--- config.mk ---
export PLATFORM = sky130hd
export DESIGN_NAME = adaptive_noise_gate_core
export DESIGN_NICKNAME = d
export VERILOG_FILES = /design/src/rtl/core/ang_pkg.sv /design/src/rtl/core/adaptive_noise_gate_core.sv
export SDC_FILE = /design/constraint.sdc
export NUM_CORES = 2
export LEC_CHECK = 0
export BUFFER_PORTS_ARGS = -buffer_cell sky130_fd_sc_hd__buf_2
export CORE_UTILIZATION = 31
export CTS_CLUSTER_DIAMETER = 80
export CTS_CLUSTER_SIZE = 20
export DETAILED_ROUTE_END_ITERATION = 8
export HOLD_SLACK_MARGIN = 0.15
export MAX_ROUTING_LAYER = met4
export RECOVER_POWER = 50
export SETUP_SLACK_MARGIN = 0.05
export SYNTH_ARGS = -nofsm -noshare
export SYNTH_HDL_FRONTEND = slang
export SYNTH_SLANG_ARGS = --single-unit
--- constraint.sdc ---
create_clock -name clk -period 12.21 [get_ports clk]
set_clock_uncertainty 0.15 [all_clocks]
set_input_delay 2.442 -clock clk [delete_from_list [all_inputs] [get_ports clk]]
set_output_delay 2.442 -clock clk [all_outputs]
set_load 0.005 [all_outputs]
--- src/rtl/core/ang_pkg.sv ---
package ang_pkg;

	typedef struct packed {
		logic signed [15:0] left_in;
		logic signed [15:0] right_in;
	} ang_in_t;

	typedef struct packed {
		logic signed [15:0] left_out;
		logic signed [15:0] right_out;
		logic               subframe_first;
		logic               gate_open;
		logic               pulse_seen;
		logic               peak_passed;
	} ang_out_t;

	// gain ramp applied to the emitted subframe
	typedef enum logic [1:0] {
		MODE_MUTE,
		MODE_UNITY,
		MODE_UP,
		MODE_DOWN
	} ang_mode_t;

	// register index, taken from paddr[2]
	localparam logic REG_GATE_RATIO       = 1'b0;
	localparam logic REG_WINDOW_SUBFRAMES = 1'b1;

	localparam logic [15:0] GATE_RATIO_RST       = 16'd512;
	localparam logic [6:0]  WINDOW_SUBFRAMES_RST = 7'd16;

	localparam logic [15:0] GAIN_UNITY = 16'h8000;
	localparam logic [15:0] FLOOR_ONE  = 16'h8000;

endpackage

--- src/rtl/core/adaptive_noise_gate_core.sv ---
// Adaptive noise gate. Stereo Q1.15 frames are grouped into subframes of
// SUBFRAME_FRAMES frames; the peak magnitude of each subframe is compared
// against gate_ratio (Q8.8) times the mean of the last
// window_subframes peaks (1.0 until a peak is recorded), and the subframe is
// replayed one subframe later from an internal delay memory with a per-frame
// linear gain ramp set by the decision. The first subframe out after reset
// is all zero. Throughput is one frame per clock unless gated_stall holds the
// result register; the delay memory is read at accept and written when the
// frame leaves the input register, at a different slot, so the input stalls
// only when the input register is occupied while the result register is held
// by gated_stall. A result passes through the input register, then the result
// register, carrying the audio of the frame SUBFRAME_FRAMES positions earlier.
// There is no clearing pass after reset.
// Registers: gate_ratio at 0x0, window_subframes at 0x4.
module adaptive_noise_gate_core
	import ang_pkg::*;
#(
	parameter int SUBFRAME_FRAMES = 32,
	parameter int WINDOW_MAX      = 64
) (
	input  logic            clk,
	input  logic            arst_n,
	input  logic            sample_valid,
	output logic            sample_stall,
	input  ang_in_t         sample,
	output logic            gated_valid,
	input  logic            gated_stall,
	output ang_out_t        gated,
	input  logic            psel,
	input  logic            penable,
	input  logic            pwrite,
	input  logic [2:0]      paddr,
	input  logic [31:0]     pwdata,
	output logic [31:0]     prdata,
	output logic            pready
);

	localparam int POS_W     = $clog2(SUBFRAME_FRAMES);
	localparam int RAMP_STEP = 32768 / SUBFRAME_FRAMES;
	localparam int RAMP_REM  = 32768 % SUBFRAME_FRAMES;
	localparam int WIN_AW    = (WINDOW_MAX > 1) ? $clog2(WINDOW_MAX) : 1;
	localparam int CNT_W     = $clog2(WINDOW_MAX + 1);
	localparam int SUM_W     = $clog2(WINDOW_MAX * 32768 + 1);
	localparam int EFF_W     = (CNT_W > 7) ? CNT_W : 7;
	localparam int OLD_W     = WIN_AW + 2;
	localparam int RHS_W     = 16 + SUM_W;
	localparam int LHS_W     = 16 + CNT_W + 8;
	localparam int CMP_W     = (RHS_W > LHS_W) ? RHS_W : LHS_W;

	// configuration
	logic [15:0] gate_ratio_q;
	logic [6:0]  window_subframes_q;

	// accept side position and ramp accumulator
	logic [POS_W-1:0] pos_q;
	logic [15:0]      ramp_q;
	logic [POS_W:0]   ramp_rem_q;

	// input stage
	logic             valid_s1;
	ang_in_t          sample_s1;
	logic [POS_W-1:0] pos_s1;
	logic [15:0]      ramp_s1;
	logic [31:0]      delay_rd_s1;

	// subframe and window state
	logic [15:0]      running_peak_q;
	logic [15:0]      previous_peak_q;
	logic             gate_is_open_q;
	logic [WIN_AW-1:0] window_head_q;
	logic [CNT_W-1:0] window_count_q;
	logic [SUM_W-1:0] window_sum_q;
	logic [15:0]      window_oldest_q;
	logic [RHS_W-1:0] rhs_q;
	ang_mode_t        ramp_mode_q;
	logic             flag_open_q;
	logic             flag_pulse_q;
	logic             flag_peak_q;

	// result register
	logic             out_valid_q;
	ang_out_t         out_q;

	logic [31:0] delay_mem [SUBFRAME_FRAMES];
	logic [15:0] window_mem [WINDOW_MAX];

	logic             accept;
	logic             s1_adv;
	logic             s1_fire;
	logic             last_frame;
	logic             cfg_wr;
	logic [15:0]      mag_l;
	logic [15:0]      mag_r;
	logic [15:0]      peak_now;
	logic [CNT_W-1:0] cnt_eff;
	logic [LHS_W-1:0] lhs;
	logic             pulse;
	logic [EFF_W-1:0] eff_window;
	logic             drop_oldest;
	logic [SUM_W:0]   sum_next;
	logic [OLD_W-1:0] oldest_raw;
	logic [WIN_AW-1:0] oldest_idx;
	logic [SUM_W-1:0] floor_sum;
	logic [15:0]      gain;
	logic signed [32:0] prod_l;
	logic signed [32:0] prod_r;
	logic [POS_W:0]   rem_sum;
	ang_mode_t        mode_next;
	logic             gate_next;

	function automatic logic [15:0] magnitude(input logic signed [15:0] s);
		logic [15:0] m;
		m = s[15] ? 16'(-s) : 16'(s);
		return m;
	endfunction

	assign pready  = 1'b1;
	assign cfg_wr  = psel && penable && pwrite;

	assign s1_adv       = !out_valid_q || !gated_stall;
	assign sample_stall = valid_s1 && !s1_adv;
	assign accept       = sample_valid && !sample_stall;
	assign s1_fire      = valid_s1 && s1_adv;
	assign last_frame   = (pos_s1 == POS_W'(SUBFRAME_FRAMES - 1));

	assign gated_valid = out_valid_q;
	assign gated       = out_q;

	always_comb begin
		case (paddr[2])
			REG_GATE_RATIO:       prdata = {16'd0, gate_ratio_q};
			REG_WINDOW_SUBFRAMES: prdata = {25'd0, window_subframes_q};
			default:              prdata = 32'd0;
		endcase
	end

	// peak and threshold test
	always_comb begin
		mag_l    = magnitude(sample_s1.left_in);
		mag_r    = magnitude(sample_s1.right_in);
		peak_now = running_peak_q;
		if (mag_l > peak_now) begin
			peak_now = mag_l;
		end
		if (mag_r > peak_now) begin
			peak_now = mag_r;
		end
		cnt_eff = (window_count_q == '0) ? CNT_W'(1) : window_count_q;
		lhs     = {LHS_W'(peak_now * cnt_eff)} << 8;
		pulse   = CMP_W'(lhs) > CMP_W'(rhs_q);

		if (pulse) begin
			mode_next = gate_is_open_q ? MODE_UNITY : MODE_UP;
			gate_next = 1'b1;
		end else begin
			mode_next = gate_is_open_q ? MODE_DOWN : MODE_MUTE;
			gate_next = 1'b0;
		end

		if (window_subframes_q == 7'd0) begin
			eff_window = EFF_W'(1);
		end else if (EFF_W'(window_subframes_q) > EFF_W'(WINDOW_MAX)) begin
			eff_window = EFF_W'(WINDOW_MAX);
		end else begin
			eff_window = EFF_W'(window_subframes_q);
		end
		drop_oldest = (EFF_W'(window_count_q) + EFF_W'(1)) > eff_window;
		sum_next    = (SUM_W+1)'(window_sum_q) + (SUM_W+1)'(peak_now);
		if (drop_oldest) begin
			sum_next = sum_next - (SUM_W+1)'(window_oldest_q);
		end
	end

	// oldest entry of the window, prefetched while head and count hold
	always_comb begin
		oldest_raw = OLD_W'(window_head_q) + OLD_W'(WINDOW_MAX) - OLD_W'(window_count_q);
		if (oldest_raw >= OLD_W'(WINDOW_MAX)) begin
			oldest_raw = oldest_raw - OLD_W'(WINDOW_MAX);
		end
		oldest_idx = oldest_raw[WIN_AW-1:0];
		floor_sum  = (window_count_q == '0) ? SUM_W'(FLOOR_ONE) : window_sum_q;
	end

	// gain for the delayed frame
	always_comb begin
		case (ramp_mode_q)
			MODE_UNITY: gain = GAIN_UNITY;
			MODE_UP:    gain = ramp_s1;
			MODE_DOWN:  gain = GAIN_UNITY - ramp_s1;
			MODE_MUTE:  gain = 16'd0;
			default:    gain = 16'd0;
		endcase
		prod_l  = $signed(delay_rd_s1[31:16]) * $signed({1'b0, gain});
		prod_r  = $signed(delay_rd_s1[15:0]) * $signed({1'b0, gain});
		rem_sum = ramp_rem_q + (POS_W+1)'(RAMP_REM);
	end

	always_ff @(posedge clk) begin
		if (accept) begin
			delay_rd_s1 <= delay_mem[pos_q];
		end
		if (s1_fire) begin
			delay_mem[pos_s1] <= {sample_s1.left_in, sample_s1.right_in};
		end
	end

	always_ff @(posedge clk) begin
		window_oldest_q <= window_mem[oldest_idx];
		if (s1_fire && last_frame) begin
			window_mem[window_head_q] <= peak_now;
		end
	end

	always_ff @(posedge clk) begin
		rhs_q <= RHS_W'(gate_ratio_q * floor_sum);
		if (accept) begin
			sample_s1 <= sample;
			pos_s1    <= pos_q;
			ramp_s1   <= ramp_q;
		end
		if (s1_fire) begin
			// mute is forced to zero so unwritten delay entries never leak
			out_q.left_out       <= (ramp_mode_q == MODE_MUTE) ? 16'sd0 : prod_l[30:15];
			out_q.right_out      <= (ramp_mode_q == MODE_MUTE) ? 16'sd0 : prod_r[30:15];
			out_q.subframe_first <= (pos_s1 == '0);
			out_q.gate_open      <= flag_open_q;
			out_q.pulse_seen     <= flag_pulse_q;
			out_q.peak_passed    <= flag_peak_q;
		end
	end

	always_ff @(posedge clk or negedge arst_n) begin
		if (!arst_n) begin
			gate_ratio_q       <= GATE_RATIO_RST;
			window_subframes_q <= WINDOW_SUBFRAMES_RST;
			pos_q              <= '0;
			ramp_q             <= '0;
			ramp_rem_q         <= '0;
			valid_s1           <= 1'b0;
			out_valid_q        <= 1'b0;
			running_peak_q     <= '0;
			previous_peak_q    <= '0;
			gate_is_open_q     <= 1'b1;
			window_head_q      <= '0;
			window_count_q     <= '0;
			window_sum_q       <= '0;
			ramp_mode_q        <= MODE_MUTE;
			flag_open_q        <= 1'b1;
			flag_pulse_q       <= 1'b0;
			flag_peak_q        <= 1'b0;
		end else begin
			if (cfg_wr) begin
				case (paddr[2])
					REG_GATE_RATIO:       gate_ratio_q <= pwdata[15:0];
					REG_WINDOW_SUBFRAMES: window_subframes_q <= pwdata[6:0];
					default: ;
				endcase
			end

			if (accept) begin
				if (pos_q == POS_W'(SUBFRAME_FRAMES - 1)) begin
					pos_q      <= '0;
					ramp_q     <= '0;
					ramp_rem_q <= '0;
				end else begin
					pos_q <= pos_q + POS_W'(1);
					// ramp = floor(p * 32768 / SUBFRAME_FRAMES), kept as quotient and remainder
					if (rem_sum >= (POS_W+1)'(SUBFRAME_FRAMES)) begin
						ramp_q     <= ramp_q + 16'(RAMP_STEP + 1);
						ramp_rem_q <= rem_sum - (POS_W+1)'(SUBFRAME_FRAMES);
					end else begin
						ramp_q     <= ramp_q + 16'(RAMP_STEP);
						ramp_rem_q <= rem_sum;
					end
				end
			end

			if (accept) begin
				valid_s1 <= 1'b1;
			end else if (s1_adv) begin
				valid_s1 <= 1'b0;
			end
			if (s1_adv) begin
				out_valid_q <= valid_s1;
			end

			if (s1_fire) begin
				if (last_frame) begin
					running_peak_q  <= '0;
					previous_peak_q <= peak_now;
					gate_is_open_q  <= gate_next;
					ramp_mode_q     <= mode_next;
					flag_open_q     <= gate_next;
					flag_pulse_q    <= pulse;
					flag_peak_q     <= pulse && (peak_now < previous_peak_q);
					window_head_q   <= (window_head_q == WIN_AW'(WINDOW_MAX - 1)) ?
						'0 : window_head_q + WIN_AW'(1);
					window_sum_q    <= sum_next[SUM_W-1:0];
					if (!drop_oldest) begin
						window_count_q <= window_count_q + CNT_W'(1);
					end
				end else begin
					running_peak_q <= peak_now;
				end
			end
		end
	end

endmodule

==> Word-level counts from Yosys, hierarchy flattened <==
Memory sizes are Yosys's and may differ from the RTL's. A register that Yosys moved wholly into a read port is not among the register bits.
Cells that the tools add are included.
{ "totals": {"ff_bits": 251, "ramBits": 2048, "input_bits": 74, "out_inout_bits": 71, "word_cells": 115, "mem_count": 2} }
{ "mem_list": {"columns": ["memory", "words", "word_bits", "read_ports", "rd_ports_with_merged_regs", "wr", "line", "rtl"], "rows": [
  ["delay_mem", 32, 32, 1, 1, 1, "adaptive_noise_gate_core.sv:84", "logic [31:0] delay_mem [SUBFRAME_FRAMES];"],
  ["window_mem", 64, 16, 1, 1, 1, "adaptive_noise_gate_core.sv:85", "logic [15:0] window_mem [WINDOW_MAX];"]
]} }
{ "classes": {"add_sub_neg": 14, "n_mul": 4, "n_lt_le_gt_ge": 8, "n_eq_ne": 6, "mux": 29, "bitwise": 2, "n_reduce_logical": 23} }
{ "ops": {"columns": ["cell", "n"], "rows": [
  ["16-bit two-way mux", 7],
  ["16-bit one-hot mux with 4 select lines", 1],
  ["32-bit one-hot mux with 2 select lines", 1],
  ["16-bit by 17-bit multiplier with 31-bit output", 2],
  ["22-bit two-way mux", 2],
  ["31-bit by 38-bit > comparator with 1-bit output", 1],
  ["16-bit by 22-bit multiplier with 38-bit output", 1],
  ["16-bit by 11-bit adder with 16-bit output, second input constant", 2],
  ["16-bit > comparator", 2],
  ["16-bit negator", 2],
  ["6-bit two-way mux", 4],
  ["16-bit by 7-bit multiplier with 23-bit output", 1],
  ["22-bit by 16-bit adder with 22-bit output", 1],
  ["22-bit by 16-bit subtractor with 22-bit output", 1],
  ["7-bit two-way mux", 3],
  ["16-bit less-than comparator", 1],
  ["16-bit subtractor, first input constant", 1],
  ["7-bit logical NOT", 2],
  ["5-bit == test, second input constant", 2],
  ["6-bit by 7-bit adder with 8-bit output, second input constant", 1],
  ["8-bit by 7-bit greater-or-equal comparator with 1-bit output, second input constant", 1],
  ["2-bit AND reduction", 4],
  ["8-bit by 7-bit subtractor with 8-bit output", 1],
  ["7-bit by 1-bit adder with 7-bit output, second input constant", 1],
  ["other kinds (21)", 41]
]} }

==> Depth between registers and ports, before layout <==
{ "depth": {"ltp_word": 9, "ltp_mapped": 54, "mapped_depth_nobuf": 51} }

==> Worst setup path before layout <==
OpenSTA, ideal clock, no wires.
{ "synth_timing": {"path_kind": "reg2reg", "start": "reg sample_s1[16] (netlist bit)", "end": "reg ramp_mode_q[1]", "setup_time_ns": 0.118, "arrival_ns": 13.171, "t_required_ns": 11.942, "setup_slack_ns": -1.229, "stages_incl_launch_ff": 50, "n_path_buf": 3, "period_less_slack_ns": 13.439, "cell_sequence": "edfxtp_1 -> inv_1 -> ha_1 -> nand2_1 -> or4_1 -> o41ai_1 -> xnor2_1 -> ha_1 -> and4_1 -> nand4_1 -> a21o_1 -> o211a_1 -> or2_2 -> clkbuf_1 -> clkbuf_1 -> o21ai_0 -> ha_1 -> a21o_1 -> [... 14 more ...] -> inv_1 -> ha_1 -> nand2_1 -> a2bb2oi_1 -> a21oi_1 -> a41oi_1 -> a21oi_1 -> a2111oi_0 -> or3_1 -> o211ai_1 -> ha_1 -> nor4b_1 -> nand4_1 -> or4b_2 -> nand3_1 -> nor2_1 -> mux2i_1 -> a21o_1"} }
{ "synth_via": {"elab_chain_len": 9} }
{ "synth_lines": {"columns": ["element", "line", "rtl"], "rows": [
  ["start: declaration", "adaptive_noise_gate_core.sv:61", "ang_in_t sample_s1;"],
  ["start signal: assignment", "adaptive_noise_gate_core.sv:217", "sample_s1 <= sample;"],
  ["16-bit negator", "adaptive_noise_gate_core.sv:113", "m = s[15] ? 16'(-s) : 16'(s);"],
  ["16-bit two-way mux (*)", "adaptive_noise_gate_core.sv:113", null],
  ["16-bit > comparator", "adaptive_noise_gate_core.sv:142", "if (mag_l > peak_now) begin"],
  ["16-bit two-way mux (*)", "adaptive_noise_gate_core.sv:142", null],
  ["16-bit > comparator", "adaptive_noise_gate_core.sv:145", "if (mag_r > peak_now) begin"],
  ["16-bit two-way mux (*)", "adaptive_noise_gate_core.sv:145", null],
  ["named net peak_now[3]", "adaptive_noise_gate_core.sv:94", "logic [15:0] peak_now;"],
  ["16-bit by 7-bit multiplier with 23-bit output (*)", "adaptive_noise_gate_core.sv:149", "lhs = {LHS_W'(peak_now * cnt_eff)} << 8;"],
  ["31-bit by 38-bit > comparator with 1-bit output (*)", "adaptive_noise_gate_core.sv:150", "pulse = CMP_W'(lhs) > CMP_W'(rhs_q);"],
  ["2-bit two-way mux (*)", "adaptive_noise_gate_core.sv:152", "if (pulse) begin"],
  ["end signal: assignment", "adaptive_noise_gate_core.sv:292", "ramp_mode_q <= mode_next;"],
  ["end: declaration", "adaptive_noise_gate_core.sv:75", "ang_mode_t ramp_mode_q;"]
]} }
The timed path passes the listed nets; every way through them passes the cells marked *.
A chain may end at the register's enable or synchronous reset.

==> Final worst setup path <==
{ "layout_timing": {"start": "reg sample_s1[16] (netlist bit)", "end": "reg flag_pulse_q"} }
{ "layout_via": {"elab_chain_len": 8} }
{ "layout_lines": {"columns": ["element", "line", "rtl"], "rows": [
  ["16-bit negator", "adaptive_noise_gate_core.sv:113", null],
  ["16-bit two-way mux (*)", "adaptive_noise_gate_core.sv:113", null],
  ["16-bit > comparator", "adaptive_noise_gate_core.sv:142", null],
  ["16-bit two-way mux (*)", "adaptive_noise_gate_core.sv:142", null],
  ["16-bit > comparator", "adaptive_noise_gate_core.sv:145", null],
  ["16-bit two-way mux (*)", "adaptive_noise_gate_core.sv:145", null],
  ["named net peak_now[5]", "adaptive_noise_gate_core.sv:94", null],
  ["16-bit by 7-bit multiplier with 23-bit output (*)", "adaptive_noise_gate_core.sv:149", null],
  ["31-bit by 38-bit > comparator with 1-bit output (*)", "adaptive_noise_gate_core.sv:150", null],
  ["end signal: assignment", "adaptive_noise_gate_core.sv:294", "flag_pulse_q <= pulse;"],
  ["end: declaration", "adaptive_noise_gate_core.sv:77", "logic flag_pulse_q;"]
]} }
Marked as above.

==> reports/results.ini <==
[die]
dieHeight_um=635
coreArea_um2=397000
core.rowCount=231
initial_utilization_pct=31.3
dieWidth_um=635
die-area_um2=403000
io_pins=145

[sta]
max_freq_ghz=0.0862
maxSlewViolCount=2017
setup_viol=0
fin_crit_sh_pct=95.0
hold_viol=0
period_needed_ps=11600
slew_headroom_pct=-223
tightest_slew_ps=4840

[critical_path]
cp_slowest_stage_delay_ps=660
crit_path_end_kind=flop
r2r_cells=49
critical_path_class=flop to flop
required_ps=12810
cpMaxStageDelayCell=or4b_2
path_max_fanout=12
cp.arrival_ps=12200
critPathLaunchType=flop

[global_route]
grt.total_usage_pct=15.9
first_global_vias=72300
grt_start_max_net_pins=97
antenna_found_initial=25
overflow=0
grt_pass1_wl_um=468000

[drt]
ant_nets=0
drc_errors=0
drt-met1-wl_um=134000
via_per_inst=5.03
totalWireLength_um=313000
top_layer_used=met4
wl_per_cell_um=23.1
wl_met3_um=23000
drt_first_pass_iters=8
vias=68300
wl_met2_um=149000
drt_iter0_drc=6382

[cts]
cts_htree_levels=4
root_buffer=clkbuf_16
cts_sinks=2342
clockBufferDepth=4
clkTransAtPathRegs_ps=80
cts_tree=done
cts-buffers-inserted=151
worstSkewPairLatency_ps=950

[worst_hold_path]
whs_path_depth=0
min_path_type=flop to flop

[cells_and_area]
area_growth_pct=9.86
layout.nets=9544
nFillCells=37900
layout-drive-gt1-share_pct=15.0
finalNonFillerCells=13600

[status]
status=finished with violations
violations=max-capacitance violations, max-slew violations

[logic_synthesis]
yosysSeqAreaShare_pct=55.8
synthCells=8114
synth_cell_type_count=82
async_flop_share_pct=5.08
avgSynthCellArea_um2=15.3
syn-cell-area_um2=124000
yosys_register_bits=2342
yosys_warnings=0
synth_edf_count=2169
ys.flop_type=edfxtp_1

[placed_design]
dp_hpwl_um=199000
gp_congestion=0.840
io_buffers=109
post-place-cells=13300

[job]
drv_cap=55

registers in the layout, summed over array words and instances, names as in the netlist, 2 cells and up:
register and count:
delay_mem 1024, window_mem 1024, rhs_q 38, gated 36
delay_rd_s1 32, sample_s1 32, window_sum_q 22, gate_ratio_q 16
previous_peak_q 16, ramp_q 16, ramp_s1 16, running_peak_q 16
window_oldest_q 16, window_count_q 7, window_subframes_q 7, window_head_q 6
pos_q 5, pos_s1 5, ramp_mode_q 2
synth_stat cells (17+ instances only):
cell type     n  share of area (%)
and2_1      246                1.2
xor2_1       44               0.31
a31oi_1      17              0.086
o21a_1       22               0.13
a211oi_1     40               0.24
o31ai_1      20               0.12
nand2b_1     44               0.22
or3_1        21               0.11
ha_1        489                4.9
and3_1      185               0.93
o21ai_0     149               0.60
a21o_1       63               0.38
nor2_1      225               0.68
nor3_1       58               0.23
dfrtp_1     116                2.3
xnor2_1     128               0.90
nand4_1      26               0.13
fa_1        736                 12
clkbuf_1    326               0.99
dfxtp_1      54               0.87
mux2i_1      37               0.30
edfxtp_1   2169                 52
buf_4        18               0.11
nor2b_1      47               0.24
inv_1       972                2.9
buf_1        52               0.16
mux2_2       62               0.56
a21oi_1     134               0.54
mux4_2      640                 12
nand2_1     724                2.2
nand3_1      63               0.25
layer usage:
layer | global-route usage [%] | vias up
met5 | - | -
met4 | 3.64 | 0
met3 | 2.82 | 370
met2 | 25.5 | 2205
met1 | 21.2 | 36400
li1 | - | 29400
area by class of cell:
type	count	area, um2	share of cell area (%)
Multi-Input combinational cell	4411	50300	36.9
Sequential cell	2342	69200	50.8
Antenna cell	24	60.1	0.0440
Clock buffer	180	3970	2.91
Inverter	973	3660	2.68
Timing Repair Buffer	366	2160	1.58
Clock inverter	34	490	0.360
Tap cell	5242	6560	4.81
through the flow:
stage	utilization [%]	hold WS (ps)	TNS (ps)	setup WS (ps)	area, um2
floorplan	-	273	0	74.7	124000
global placement	33.3	288	0	128	132000
detailed placement	33.3	292	-21.3	-13.2	132000
CTS	34.4	313	0	120	137000
global route	34.3	328	-2.67	-2.67	136000
finish	34.3	308	0	610	136000
logic make-up (layout without fill, tap and decap cells):
kind of cell,after synthesis,after routing,synth area share (%)
multiplexers,747,747,12.6
buffers and inverters,1377,1553,4.23
XOR/XNOR,173,173,1.23
other,2,41,0.00605
adder cells (fa/ha/maj),1225,1225,16.8
flip-flops,2342,2342,55.8
AO/OA/AOI/OAI,539,539,2.77
AND/OR/NAND/NOR,1709,1710,6.66
path summary, 6_finish.rpt:
path | from | end | slack (ps)
setup reg to reg | sample_s1[16] | flag_pulse_q | 610
max in group asynchronous | arst_n | gated_valid | 3670
setup / recovery | sample_s1[16] | flag_pulse_q | 610
hold reg to reg | flag_pulse_q | gated[1] | 310
hold / removal | flag_pulse_q | gated[1] | 310
min in group asynchronous | arst_n | window_sum_q[19] | 3180
layout by cell type, fill, tap and decap left out, drive strengths merged, types with 16 or more instances in the layout:
master,n
mux4,640
inv,989
o21a,22
nor2,225
and2,247
nand4,26
buf,239
a211oi,40
diode,24
o31ai,20
nand3,64
xnor2,129
dfrtp,116
a21oi,134
clkbuf,307
fa,736
mux2,62
ha,489
nand2,724
and3,185
a31oi,17
nor2b,47
edfxtp,2169
or3,22
o21ai,152
nand2b,44
dfxtp,54
nor3,58
a21o,63
conb,17
mux2i,45
xor2,44
o21bai,16
worst max-delay path, delay by kind of cell, from the launching register on:
family | cells | cell delay [ps]
adders and majority gates | 9 | 3450
xor gates and xnor gates | 2 | 280
AOI/OAI and AO/OA | 17 | 3440
and+or+nand+nor | 13 | 2890
DFF | 1 | 410
muxes | 1 | 260
buffers and inverters | 7 | 600
what timing repair did:
action | CTS | global route
resized for setup | 2 | 15
buffers inserted | 0 | 3
hold buffers | 0 | 0
pin swaps | 0 | 2
cloned | 0 | 1
setup endpoints to repair | 4 | 4
Power is not shown: default switching activity piles up to over one toggle a cycle in this logic, so the estimate is an artifact.
